## config.mk

```make
export PLATFORM = sky130hd
export DESIGN_NAME = streaming_substring_search_top_flat
export DESIGN_NICKNAME = d
export VERILOG_FILES = /design/src/hw/rtl/ssrch_pkg.sv /design/src/hw/rtl/ssrch_in_if.sv /design/src/hw/rtl/ssrch_out_if.sv /design/src/hw/rtl/streaming_substring_search_top.sv /design/src/flat_wrapper.sv
export SDC_FILE = /design/constraint.sdc
export NUM_CORES = 2
export LEC_CHECK = 0
export ABC_AREA = 1
export BUFFER_PORTS_ARGS = -buffer_cell sky130_fd_sc_hd__buf_2
export CELL_PAD_IN_SITES_DETAIL_PLACEMENT = 1
export CELL_PAD_IN_SITES_GLOBAL_PLACEMENT = 1
export CORE_ASPECT_RATIO = 1.1
export CORE_UTILIZATION = 32
export CTS_CLUSTER_SIZE = 20
export DETAILED_ROUTE_END_ITERATION = 7
export PLACE_DENSITY_LB_ADDON = 0.1
export RECOVER_POWER = 50
export SLEW_MARGIN = 20
export SYNTH_ARGS = -nofsm -noshare
export SYNTH_HDL_FRONTEND = slang
export SYNTH_SLANG_ARGS = --single-unit
```

## constraint.sdc

```tcl
create_clock -name clk -period 12.6 [get_ports clk]
set_input_delay 1.26 -clock clk [delete_from_list [all_inputs] [get_ports clk]]
set_output_delay 1.26 -clock clk [all_outputs]
set_load 0.01 [all_outputs]
```

## src/hw/rtl/ssrch_pkg.sv

```systemverilog
// ----------------------------------------------------------------------------
// Streaming substring search package
// Sizes, register indexes and shared types for the substring search block.
// ----------------------------------------------------------------------------
package ssrch_pkg;

  // Longest needle the window can hold (1 to 32).
  localparam int MAX_NEEDLE    = 32;
  // Width of the haystack position counter (8 to 64).
  localparam int POSITION_BITS = 32;

  // The needle registers always hold 32 bytes in four 64-bit words.
  localparam int NEEDLE_SLOTS  = 32;
  localparam int NEEDLE_WORDS  = 4;
  localparam int SLOT_W        = $clog2(NEEDLE_SLOTS);
  localparam int LEN_W         = 6;
  localparam int FILL_W        = $clog2(MAX_NEEDLE + 1);

  localparam int CFG_INDEX_W   = 3;
  localparam int CFG_DATA_W    = 64;
  localparam int MATCH_START_W = 32;

  // Configuration register indexes.
  localparam logic [CFG_INDEX_W-1:0] REG_NEEDLE_LENGTH = 3'd0;
  localparam logic [CFG_INDEX_W-1:0] REG_NEEDLE_LOW    = 3'd1;
  localparam logic [CFG_INDEX_W-1:0] REG_NEEDLE_SECOND = 3'd2;
  localparam logic [CFG_INDEX_W-1:0] REG_NEEDLE_THIRD  = 3'd3;
  localparam logic [CFG_INDEX_W-1:0] REG_NEEDLE_HIGH   = 3'd4;

  typedef logic [7:0]               byte_t;
  typedef logic [POSITION_BITS-1:0] pos_t;
  typedef logic [FILL_W-1:0]        fill_t;
  typedef logic [LEN_W-1:0]         len_t;

endpackage

```

## src/hw/rtl/ssrch_in_if.sv

```systemverilog
// ----------------------------------------------------------------------------
// Haystack input channel
// Valid/ready channel carrying one haystack byte and its end marker per beat.
// ----------------------------------------------------------------------------
interface ssrch_in_if;
  logic                valid;
  logic                ready;
  ssrch_pkg::byte_t    hay_byte;
  logic                last_byte;

  modport source (output valid, output hay_byte, output last_byte, input ready);
  modport sink   (input valid, input hay_byte, input last_byte, output ready);
endinterface

```

## src/hw/rtl/ssrch_out_if.sv

```systemverilog
// ----------------------------------------------------------------------------
// Search result channel
// Valid/ready channel carrying one search result per beat.
// ----------------------------------------------------------------------------
interface ssrch_out_if;
  logic                                   valid;
  logic                                   ready;
  logic                                   match_found;
  logic [ssrch_pkg::MATCH_START_W-1:0]    match_start;
  logic                                   no_match;
  logic                                   haystack_done;

  modport source (output valid, output match_found, output match_start,
                  output no_match, output haystack_done, input ready);
  modport sink   (input valid, input match_found, input match_start,
                  input no_match, input haystack_done, output ready);
endinterface

```

## src/hw/rtl/streaming_substring_search_top.sv

```systemverilog
// ----------------------------------------------------------------------------
// Streaming substring search
// Finds the first occurrence of a configured needle in a byte stream.
// ----------------------------------------------------------------------------
// Usage:
//   in_ch carries one haystack byte per beat; last_byte marks the end of a
//   haystack. out_ch returns exactly one result beat per input beat, in order.
//   The first match in a haystack raises match_found with the index of the
//   match start; a haystack that ends without a match raises no_match on its
//   last beat. haystack_done echoes last_byte, after which the search state
//   clears for the next haystack. An empty needle matches at index 0.
//   The needle and its length are written through the cfg_ port; the user must
//   write them only while no beat is in flight, as the block does not enforce it.
// Timing:
//   A byte is captured in an input register, compared against the needle in
//   combinational logic (32 parallel byte compares on the shifted window) and
//   lands in the result register; throughput is 1 beat per cycle while the
//   receiver is ready. When the receiver stalls, the result register holds and
//   one more byte is kept in the input register before in_ch.ready drops.
//   A synchronous reset clears the needle, the window and the position.
// ----------------------------------------------------------------------------
module streaming_substring_search_top (
  input  logic                                 clk,
  input  logic                                 rst_n,
  ssrch_in_if.sink                             in_ch,
  ssrch_out_if.source                          out_ch,
  input  logic                                 cfg_we,
  input  logic [ssrch_pkg::CFG_INDEX_W-1:0]    cfg_index,
  input  logic [ssrch_pkg::CFG_DATA_W-1:0]     cfg_wdata
);

  localparam int MAXN = ssrch_pkg::MAX_NEEDLE;

  // Configuration
  ssrch_pkg::len_t                   needle_len_r;
  logic [ssrch_pkg::CFG_DATA_W-1:0]  needle_words_r [ssrch_pkg::NEEDLE_WORDS];
  ssrch_pkg::byte_t                  needle_byte    [ssrch_pkg::NEEDLE_SLOTS];

  // Input register
  logic                              s1_valid_r;
  ssrch_pkg::byte_t                  s1_byte_r;
  logic                              s1_last_r;

  // Search state
  ssrch_pkg::byte_t                  win_r   [MAXN];
  ssrch_pkg::byte_t                  win_nxt [MAXN];
  ssrch_pkg::pos_t                   seen_r, seen_nxt;
  ssrch_pkg::fill_t                  fill_r, fill_inc;
  logic                              matched_r;

  // Result register
  logic                              out_valid_r;
  logic                              found_r;
  logic [ssrch_pkg::MATCH_START_W-1:0] start_r;
  logic                              no_match_r;
  logic                              done_r;

  // Compare path
  ssrch_pkg::len_t                   len_eff;
  logic [ssrch_pkg::SLOT_W-1:0]      slot_idx [MAXN];
  logic [MAXN-1:0]                   byte_ok;
  logic                              found;
  ssrch_pkg::pos_t                   start_pos;
  logic                              adv;

  // ---------------------------------------------------------------------------
  // Configuration registers
  // ---------------------------------------------------------------------------
  always_ff @(posedge clk) begin
    if (!rst_n) begin
      needle_len_r <= '0;
      for (int w = 0; w < ssrch_pkg::NEEDLE_WORDS; w++) begin
        needle_words_r[w] <= '0;
      end
    end else if (cfg_we) begin
      unique case (cfg_index)
        ssrch_pkg::REG_NEEDLE_LENGTH: needle_len_r      <= cfg_wdata[ssrch_pkg::LEN_W-1:0];
        ssrch_pkg::REG_NEEDLE_LOW:    needle_words_r[0] <= cfg_wdata;
        ssrch_pkg::REG_NEEDLE_SECOND: needle_words_r[1] <= cfg_wdata;
        ssrch_pkg::REG_NEEDLE_THIRD:  needle_words_r[2] <= cfg_wdata;
        ssrch_pkg::REG_NEEDLE_HIGH:   needle_words_r[3] <= cfg_wdata;
        default: ;
      endcase
    end
  end

  always_comb begin
    for (int k = 0; k < ssrch_pkg::NEEDLE_SLOTS; k++) begin
      needle_byte[k] = needle_words_r[k / 8][(k % 8) * 8 +: 8];
    end
  end

  // ---------------------------------------------------------------------------
  // Handshake
  // ---------------------------------------------------------------------------
  assign adv         = s1_valid_r && (!out_valid_r || out_ch.ready);
  assign in_ch.ready = !s1_valid_r || adv;

  always_ff @(posedge clk) begin
    if (!rst_n) begin
      s1_valid_r <= 1'b0;
    end else if (in_ch.ready) begin
      s1_valid_r <= in_ch.valid;
    end
  end

  always_ff @(posedge clk) begin
    if (in_ch.valid && in_ch.ready) begin
      s1_byte_r <= in_ch.hay_byte;
      s1_last_r <= in_ch.last_byte;
    end
  end

  // ---------------------------------------------------------------------------
  // Window compare
  // ---------------------------------------------------------------------------
  always_comb begin
    len_eff = (needle_len_r > ssrch_pkg::LEN_W'(MAXN)) ? ssrch_pkg::LEN_W'(MAXN)
                                                        : needle_len_r;
    fill_inc = (fill_r < ssrch_pkg::FILL_W'(MAXN)) ? fill_r + 1'b1 : fill_r;

    win_nxt[0] = s1_byte_r;
    for (int k = 1; k < MAXN; k++) begin
      win_nxt[k] = win_r[k-1];
    end

    // Window entry k (newest first) lines up with needle byte len-1-k.
    for (int k = 0; k < MAXN; k++) begin
      slot_idx[k] = ssrch_pkg::SLOT_W'(len_eff - ssrch_pkg::LEN_W'(1)
                                       - ssrch_pkg::LEN_W'(k));
      byte_ok[k]  = (ssrch_pkg::LEN_W'(k) >= len_eff) ||
                    (win_nxt[k] == needle_byte[slot_idx[k]]);
    end

    found = !matched_r &&
            ((len_eff == '0) ||
             ((ssrch_pkg::LEN_W'(fill_inc) >= len_eff) && (&byte_ok)));

    start_pos = (len_eff == '0) ? '0
              : seen_r - ssrch_pkg::POSITION_BITS'(len_eff - ssrch_pkg::LEN_W'(1));

    seen_nxt = (&seen_r) ? seen_r : seen_r + 1'b1;
  end

  // ---------------------------------------------------------------------------
  // Search state
  // ---------------------------------------------------------------------------
  always_ff @(posedge clk) begin
    if (!rst_n) begin
      for (int k = 0; k < MAXN; k++) begin
        win_r[k] <= '0;
      end
      seen_r    <= '0;
      fill_r    <= '0;
      matched_r <= 1'b0;
    end else if (adv) begin
      if (s1_last_r) begin
        for (int k = 0; k < MAXN; k++) begin
          win_r[k] <= '0;
        end
        seen_r    <= '0;
        fill_r    <= '0;
        matched_r <= 1'b0;
      end else begin
        win_r     <= win_nxt;
        seen_r    <= seen_nxt;
        fill_r    <= fill_inc;
        matched_r <= matched_r || found;
      end
    end
  end

  // ---------------------------------------------------------------------------
  // Result register
  // ---------------------------------------------------------------------------
  always_ff @(posedge clk) begin
    if (!rst_n) begin
      out_valid_r <= 1'b0;
    end else if (adv) begin
      out_valid_r <= 1'b1;
    end else if (out_ch.ready) begin
      out_valid_r <= 1'b0;
    end
  end

  always_ff @(posedge clk) begin
    if (adv) begin
      found_r    <= found;
      start_r    <= found ? ssrch_pkg::MATCH_START_W'(start_pos) : '0;
      no_match_r <= s1_last_r && !(matched_r || found);
      done_r     <= s1_last_r;
    end
  end

  assign out_ch.valid         = out_valid_r;
  assign out_ch.match_found   = found_r;
  assign out_ch.match_start   = start_r;
  assign out_ch.no_match      = no_match_r;
  assign out_ch.haystack_done = done_r;

  // ---------------------------------------------------------------------------
  // Assertions
  // ---------------------------------------------------------------------------
  a_found_excludes_nomatch: assert property (@(posedge clk) disable iff (!rst_n)
    out_valid_r |-> !(found_r && no_match_r))
    else $error("match_found and no_match both set");

  a_nomatch_only_at_end: assert property (@(posedge clk) disable iff (!rst_n)
    (out_valid_r && no_match_r) |-> done_r)
    else $error("no_match outside the last beat of a haystack");

  a_clear_after_last: assert property (@(posedge clk) disable iff (!rst_n)
    (adv && s1_last_r) |=> (seen_r == '0 && fill_r == '0 && !matched_r))
    else $error("search state not cleared after the last beat");

  a_match_sticks: assert property (@(posedge clk) disable iff (!rst_n)
    (adv && found && !s1_last_r) |=> matched_r)
    else $error("match flag not kept after a reported match");

  a_fill_bounded: assert property (@(posedge clk) disable iff (!rst_n)
    fill_r <= ssrch_pkg::FILL_W'(MAXN))
    else $error("window fill count beyond the window size");

  a_stage_holds: assert property (@(posedge clk) disable iff (!rst_n)
    (s1_valid_r && !adv) |=> s1_valid_r)
    else $error("input register dropped a byte while stalled");

endmodule
```

## src/flat_wrapper.sv

```systemverilog
// flat-port wrapper written by rule: the top's interface ports become plain ports
module streaming_substring_search_top_flat 
  (clk, rst_n, cfg_we, cfg_index, cfg_wdata, in_ch_valid, in_ch_hay_byte, in_ch_last_byte, in_ch_ready, out_ch_valid, out_ch_match_found, out_ch_match_start, out_ch_no_match, out_ch_haystack_done, out_ch_ready);
  ssrch_in_if in_ch_i ();
  ssrch_out_if out_ch_i ();
  input  logic clk;
  input  logic rst_n;
  input  logic cfg_we;
  input  logic [ssrch_pkg::CFG_INDEX_W-1:0] cfg_index;
  input  logic [ssrch_pkg::CFG_DATA_W-1:0] cfg_wdata;
  input wire logic [$bits(in_ch_i.valid)-1:0] in_ch_valid;
  input wire logic [$bits(in_ch_i.hay_byte)-1:0] in_ch_hay_byte;
  input wire logic [$bits(in_ch_i.last_byte)-1:0] in_ch_last_byte;
  output wire logic [$bits(in_ch_i.ready)-1:0] in_ch_ready;
  output wire logic [$bits(out_ch_i.valid)-1:0] out_ch_valid;
  output wire logic [$bits(out_ch_i.match_found)-1:0] out_ch_match_found;
  output wire logic [$bits(out_ch_i.match_start)-1:0] out_ch_match_start;
  output wire logic [$bits(out_ch_i.no_match)-1:0] out_ch_no_match;
  output wire logic [$bits(out_ch_i.haystack_done)-1:0] out_ch_haystack_done;
  input wire logic [$bits(out_ch_i.ready)-1:0] out_ch_ready;
  assign in_ch_i.valid = in_ch_valid;
  assign in_ch_i.hay_byte = in_ch_hay_byte;
  assign in_ch_i.last_byte = in_ch_last_byte;
  assign in_ch_ready = in_ch_i.ready;
  assign out_ch_valid = out_ch_i.valid;
  assign out_ch_match_found = out_ch_i.match_found;
  assign out_ch_match_start = out_ch_i.match_start;
  assign out_ch_no_match = out_ch_i.no_match;
  assign out_ch_haystack_done = out_ch_i.haystack_done;
  assign out_ch_i.ready = out_ch_ready;
  streaming_substring_search_top u_core (.clk(clk), .rst_n(rst_n), .in_ch(in_ch_i), .out_ch(out_ch_i), .cfg_we(cfg_we), .cfg_index(cfg_index), .cfg_wdata(cfg_wdata));
endmodule
```

* Word level (Yosys, flattened, before mapping) *
Memory sizes are Yosys's and may differ from the RTL's.
Cells that the tools add are included.

storage, ports and cells
  bits in registers = 339
  RAM bits = 256
  bits of input ports = 81
  output and inout bits = 37
  word-level logic and storage cells = 400
  memories kept = 1

cells by class
  add/sub/neg operators = 36
  order comparisons = 67
  equal/unequal tests = 37
  multiplexer cells = 126
  bitwise logic cells = 37
  reduce and logical (&&, ||, !) cells = 53

memory list
  name                   depth  width  read ports  clocked after Yosys merged registers in  write ports  line                                  text
  u_core.needle_words_r  4      64     4           0                                        4            streaming_substring_search_top.sv:36  logic [ssrch_pkg::CFG_DATA_W-1:0] needle_words_r [ssrch_pkg::NEEDLE_WORDS];

operators by type and width
  kind                                                                   number
  8-bit binary-select mux with 5-bit select                              32
  8-bit 2-to-1 mux                                                       64
  8-bit equality test                                                    32
  256-bit 2-to-1 mux                                                     1
  64-bit 2-to-1 mux                                                      4
  6-bit >= comparator (second input constant)                            32
  5-bit NOT with 6-bit output                                            32
  5-bit by 6-bit >= comparator with 1-bit output (first input constant)  16
  5-bit subtractor (second input constant)                               16
  32-bit 2-to-1 mux                                                      2
  32-bit AND reduction                                                   2
  4-bit by 6-bit >= comparator with 1-bit output (first input constant)  8
  5-bit by 4-bit subtractor with 5-bit output (second input constant)    8
  1-bit logical OR                                                       36
  32-bit by 1-bit adder with 32-bit output (second input constant)       1
  32-bit subtractor                                                      1
  3-bit by 6-bit >= comparator with 1-bit output (first input constant)  4
  1-bit 2-to-1 mux                                                       20
  5-bit by 3-bit subtractor with 5-bit output (second input constant)    4
  6-bit 2-to-1 mux                                                       3
  1-bit by 6-bit >= comparator with 1-bit output (first input constant)  2
  2-bit by 6-bit >= comparator with 1-bit output (first input constant)  2
  5-bit by 1-bit subtractor with 5-bit output (second input constant)    2
  5-bit by 2-bit subtractor with 5-bit output (second input constant)    2
  other kinds (18)                                                       30

* Depth between registers and ports, before layout *
  depth in word-level cells = 17
  depth in mapped cells = 32
  depth with buffers taken out = 29

* Worst setup path before layout *
Ideal clock, no wire load.

  kind = in2reg
  start point = input port cfg_we
  end point = memory u_core.needle_words_r[1][0] in the netlist's numbering, enable pin
  data arrival time = 6.318 ns
  required time = 12.018 ns
  slack = 5.700 ns
  cell stages on the path = 4
  buffers on the path = 0
  cell sequence = inv_1 -> nor2_1 -> inv_1 -> o31ai_1

RTL lines
  item         line                                  text
  from (decl)  flat_wrapper.sv:8                     input logic cfg_we;
  to (decl)    streaming_substring_search_top.sv:36

* Final worst setup path *
  start point = input port rst_n
  end point = register u_core.win_r, in the netlist u_core.win_nxt[67]

RTL lines
  item                  line                                   text
  from (decl)           flat_wrapper.sv:7                      input logic rst_n;
  to (signal assigned)  streaming_substring_search_top.sv:165  win_r <= win_nxt;
  to (decl)             streaming_substring_search_top.sv:45   ssrch_pkg::byte_t win_r [MAXN];

No word-level cell between the ends.

==> PnR_summary.wiki <==
{| class="wikitable"
! Metric !! Value
|-
| Clk_lat worst skew || 0.73 ns
|-
| Sequential element share of the synthesized area || 32.9%
|-
| Critical path endpoint category || register
|-
| Starting utilization of the core area || 32.3%
|-
| Area used by multi-input combinational logic || 26,300 sq um
|-
| Static leakage || 22.4 nW
|-
| Tmin final || 8.43 ns
|-
| Clock tree from TritonCTS || yes
|-
| Buffers inserted during post-CTS setup optimization || 0
|-
| Average via count per standard cell || 5.53
|-
| Post-Route Setup TNS || 0 ns
|-
| Synthesized netlist cell count || 7,522
|-
| Maximum number of pins on one net before global-route repair || 166
|-
| Required time of the critical path || 13.21 ns
|-
| Critical-path top delay cell || sky130_fd_sc_hd__clkinvlp_2
|-
| Delay-heaviest family, CP || buffers and inverters
|-
| Relative max-transition margin || -235%
|-
| I/O pin count || 118
|-
| Switching component of the power || 2.94 mW
|-
| Clock transition time at the flip-flop clock pins of the worst setup and hold paths || 0.06 ns
|-
| Most used cell along the critical path || sky130_fd_sc_hd__buf_4
|-
| Max Freq || 0.119 GHz
|-
| H-Tree Depth || 3
|-
| Part of the power in combinational logic || 36.8%
|-
| Post-CTS resize count || 0
|-
| IO buf count || 117
|-
| Reg area || 14,900 sq um
|-
| Vias in the first global route || 47,900
|-
| Total core area || 140,000 sq um
|-
| Filler Cells Inserted || 18,500
|-
| Clock Path Buffers || 3
|-
| Final std cell area, no fill || 49,700 sq um
|-
| Number of synthesized register bits || 595
|-
| Die boundary height || 397 um
|-
| Fraction of final layout cells sized beyond drive strength 1 || 4.97%
|-
| Post-Layout Cell Count || 9,294
|-
| Top post-synthesis cells by count || 3,088 x sky130_fd_sc_hd__nand2_1, 1,060 x sky130_fd_sc_hd__nand3_1, 625 x sky130_fd_sc_hd__inv_1, 449 x sky130_fd_sc_hd__nor2_1, 445 x sky130_fd_sc_hd__o21ai_0
|-
| Least setup slack across all paths after layout || 4.17 ns
|-
| Inserted Clock Buffers || 75
|-
| Placement-stage worst setup slack || 5.91 ns
|-
| Final wirelength || 247,000 um
|-
| Signal arrival time at the worst endpoint || 9.04 ns
|-
| Setup crit start || rst_n
|-
| Highest fanout seen on the critical path || 122
|-
| Cell taking the most area after synthesis || sky130_fd_sc_hd__nand2_1
|-
| Sequence of cells on the critical path || buf_2 > clkbuf_1 > clkinvlp_2 > buf_4 > buf_4 > a21oi_1
|-
| Area enclosed by the die boundary || 143,000 sq um
|-
| Count of antenna-violating nets left after detailed routing || 0
|-
| Num rows || 144
|-
| Hold path start || u_core.seen_r[23]
|-
| Worst Tran Pin Value || 5.02 ns
|-
| Mean post-synth cell area || 6.03 sq um
|-
| Cell area after technology mapping || 45,400 sq um
|-
| Synthesized Nets || 7,640
|-
| Detailed placement HPWL || 197,000 um
|-
| Type of origin of the critical path || primary input
|-
| NumNets Final || 7,522
|-
| Count of yosys warnings during synthesis || 0
|-
| Part of the total power dissipated in the clock network || 32.8%
|-
| Path category of the worst min-delay check || register to register
|-
| Switching power share of the total || 41.9%
|-
| DRC violations left || 0
|-
| Final Max Tran Viols || 576
|-
| Number of enable-type register cells in the synthesized netlist || 300
|-
| Clock sinks || 595
|-
| Maxcap violations || 12
|-
| Number of vias in the routed layout || 51,400
|-
| First-pass GRT wire length || 349,000 um
|-
| Fraction of registers with async set or reset after synthesis || 0%
|-
| Worst clock skew on the final layout || 0.0519 ns
|-
| Growth of design area from synthesis to finish || 9.58%
|-
| Number of hold violations in the final report || 0
|-
| Die width || 361 um
|-
| Wire length per cell || 26.6 um
|-
| Dpl cells || 9,152
|-
| Sum of internal, switching and leakage power || 7.02 mW
|-
| Detailed-router iteration count before antenna repair || 5
|-
| Ranking of synthesized cells by area || sky130_fd_sc_hd__nand2_1 26%, sky130_fd_sc_hd__edfxtp_1 20%, sky130_fd_sc_hd__dfxtp_1 13%, sky130_fd_sc_hd__nand3_1 12%, sky130_fd_sc_hd__inv_1 5.2%
|-
| Utilization of the core after routing || 35.4%
|-
| Routability-driven placement congestion ratio || 1.04
|-
| Crit path buf inv count || 5
|-
| Number of violations reported at the end of detailed-routing iteration 0 || 5,207
|-
| Post-route fraction of the period consumed by the critical path || 66.9%
|-
| Gr ovfl total || 0
|-
| Number of buffers inserted by hold repair at cts || 0
|-
| Dominant cell by count in the synthesized netlist || sky130_fd_sc_hd__nand2_1
|-
| Failing checks || max-capacitance violations, max-slew violations
|-
| Number of distinct standard cells referenced by the synthesized netlist || 60
|-
| Most used DFF post-synth || sky130_fd_sc_hd__edfxtp_1
|-
| Area share of the leading cell type in the synthesized netlist || 25.5%
|-
| Sequential power share || 30.5%
|-
| Master cell of the clock root buffer || sky130_fd_sc_hd__clkbuf_16
|-
| P per Cell Area || 141 nW/um^2
|-
| Critical setup path kind || primary input to register
|-
| Overall track demand over capacity in global routing || 33.7%
|-
| Critical path's largest stage delay || 4.17 ns
|-
| Internal power || 4.08 mW
|-
| Worst hold slack across all endpoints || 0.476 ns
|-
| Antenna violations before repair || 12
|-
| Origin of the critical flop-to-flop path || u_core.needle_len_r[2]
|-
| RSZ-0062 raised after global routing || false
|-
| Post-placement cell area || 47,300 sq um
|-
| Status || finished, violations left
|-
| Peak ir drop on the vdd network || 0.105 mV
|-
| Finish-stage setup viols || 0
|}
==> worst paths after layout <==
| check | endpoint | slack [ns] | cells after the start |
|---|---|---|---|
| max | u_core.win_nxt[67] | 4.17 | 6 |
| min | u_core.seen_r[23] | 0.48 | 1 |
| max reg2reg | u_core.out_ch.match_start[20] | 5.73 | 25 |
| min reg2reg | u_core.seen_r[23] | 0.48 | 1 |
==> flip-flops by register name (all words and copies together) (netlist names) <==
register and cells:
u_core.s1_last_r 1, u_core.fill_r 6, u_core.matched_r 1, u_core.needle_len_r 6, u_core.out_ch.no_match 1, u_core.s1_byte_r 8, u_core.seen_r 32, u_core.out_ch.match_found 1
u_core.s1_valid_r 1, u_core.out_ch.haystack_done 1, u_core.out_ch.match_start 32, u_core.needle_words_r 256, u_core.win_nxt 248, u_core.out_ch.valid 1
==> cell families after synthesis <==
group | after synthesis | synth area share [%]
buffers and inverters | 1059 | 9.46
XOR/XNOR | 73 | 1.57
flip-flops | 595 | 32.9
AO/OA/AOI/OAI | 946 | 10.8
adder cells (fa/ha/maj) | 37 | 1.02
AND/OR/NAND/NOR | 4812 | 44.3
==> routing by layer <==
metal	routed length [um]	track usage, %
met5	60	0
met4	12300	15.0
met1	115000	48.7
met3	16100	4.12
met2	103000	50.0
==> power groups by stage <==
stage	combinational, mW	sequential (mW)	clock [mW]
2_1_floorplan	1.57	2.17	0
3_3_place_gp	2.50	2.17	0
3_5_place_dp	2.52	2.18	0
4_1_cts	2.53	2.13	2.34
5_1_grt	2.77	2.14	2.41
6_report	2.58	2.14	2.30
==> layout by cell type, fill, tap and decap left out, types with 7 or more instances in the layout <==
cell type / n
sky130_fd_sc_hd__a21oi_1: 330
sky130_fd_sc_hd__buf_2: 80
sky130_fd_sc_hd__buf_4: 88
sky130_fd_sc_hd__bufinv_16: 7
sky130_fd_sc_hd__clkbuf_1: 62
sky130_fd_sc_hd__clkbuf_16: 76
sky130_fd_sc_hd__clkbuf_8: 10
sky130_fd_sc_hd__clkinv_1: 8
sky130_fd_sc_hd__clkinv_2: 10
sky130_fd_sc_hd__dfxtp_1: 294
sky130_fd_sc_hd__edfxtp_1: 300
sky130_fd_sc_hd__ha_1: 37
sky130_fd_sc_hd__inv_1: 625
sky130_fd_sc_hd__inv_2: 18
sky130_fd_sc_hd__nand2_1: 3082
sky130_fd_sc_hd__nand2_2: 14
sky130_fd_sc_hd__nand3_1: 1059
sky130_fd_sc_hd__nand3b_1: 96
sky130_fd_sc_hd__nand4_1: 42
sky130_fd_sc_hd__nor2_1: 446
sky130_fd_sc_hd__nor2_2: 7
sky130_fd_sc_hd__nor3_1: 20
sky130_fd_sc_hd__o211ai_1: 14
sky130_fd_sc_hd__o21a_1: 9
sky130_fd_sc_hd__o21ai_0: 430
sky130_fd_sc_hd__o21ai_1: 125
sky130_fd_sc_hd__xnor2_1: 33
sky130_fd_sc_hd__xor2_1: 32
==> final cells by class <==
cell class              count  share of cell area, %
multi-input cells        5868                   52.8
clock inverters            35                  0.893
inverters                 650                   4.93
repair buffers            214                   2.51
well taps                1825                   4.59
flip-flops and latches    595                   30.0
clock buffers             103                   4.23
diodes                      4                 0.0201
No activity file was read; power rests on OpenSTA's default activity.
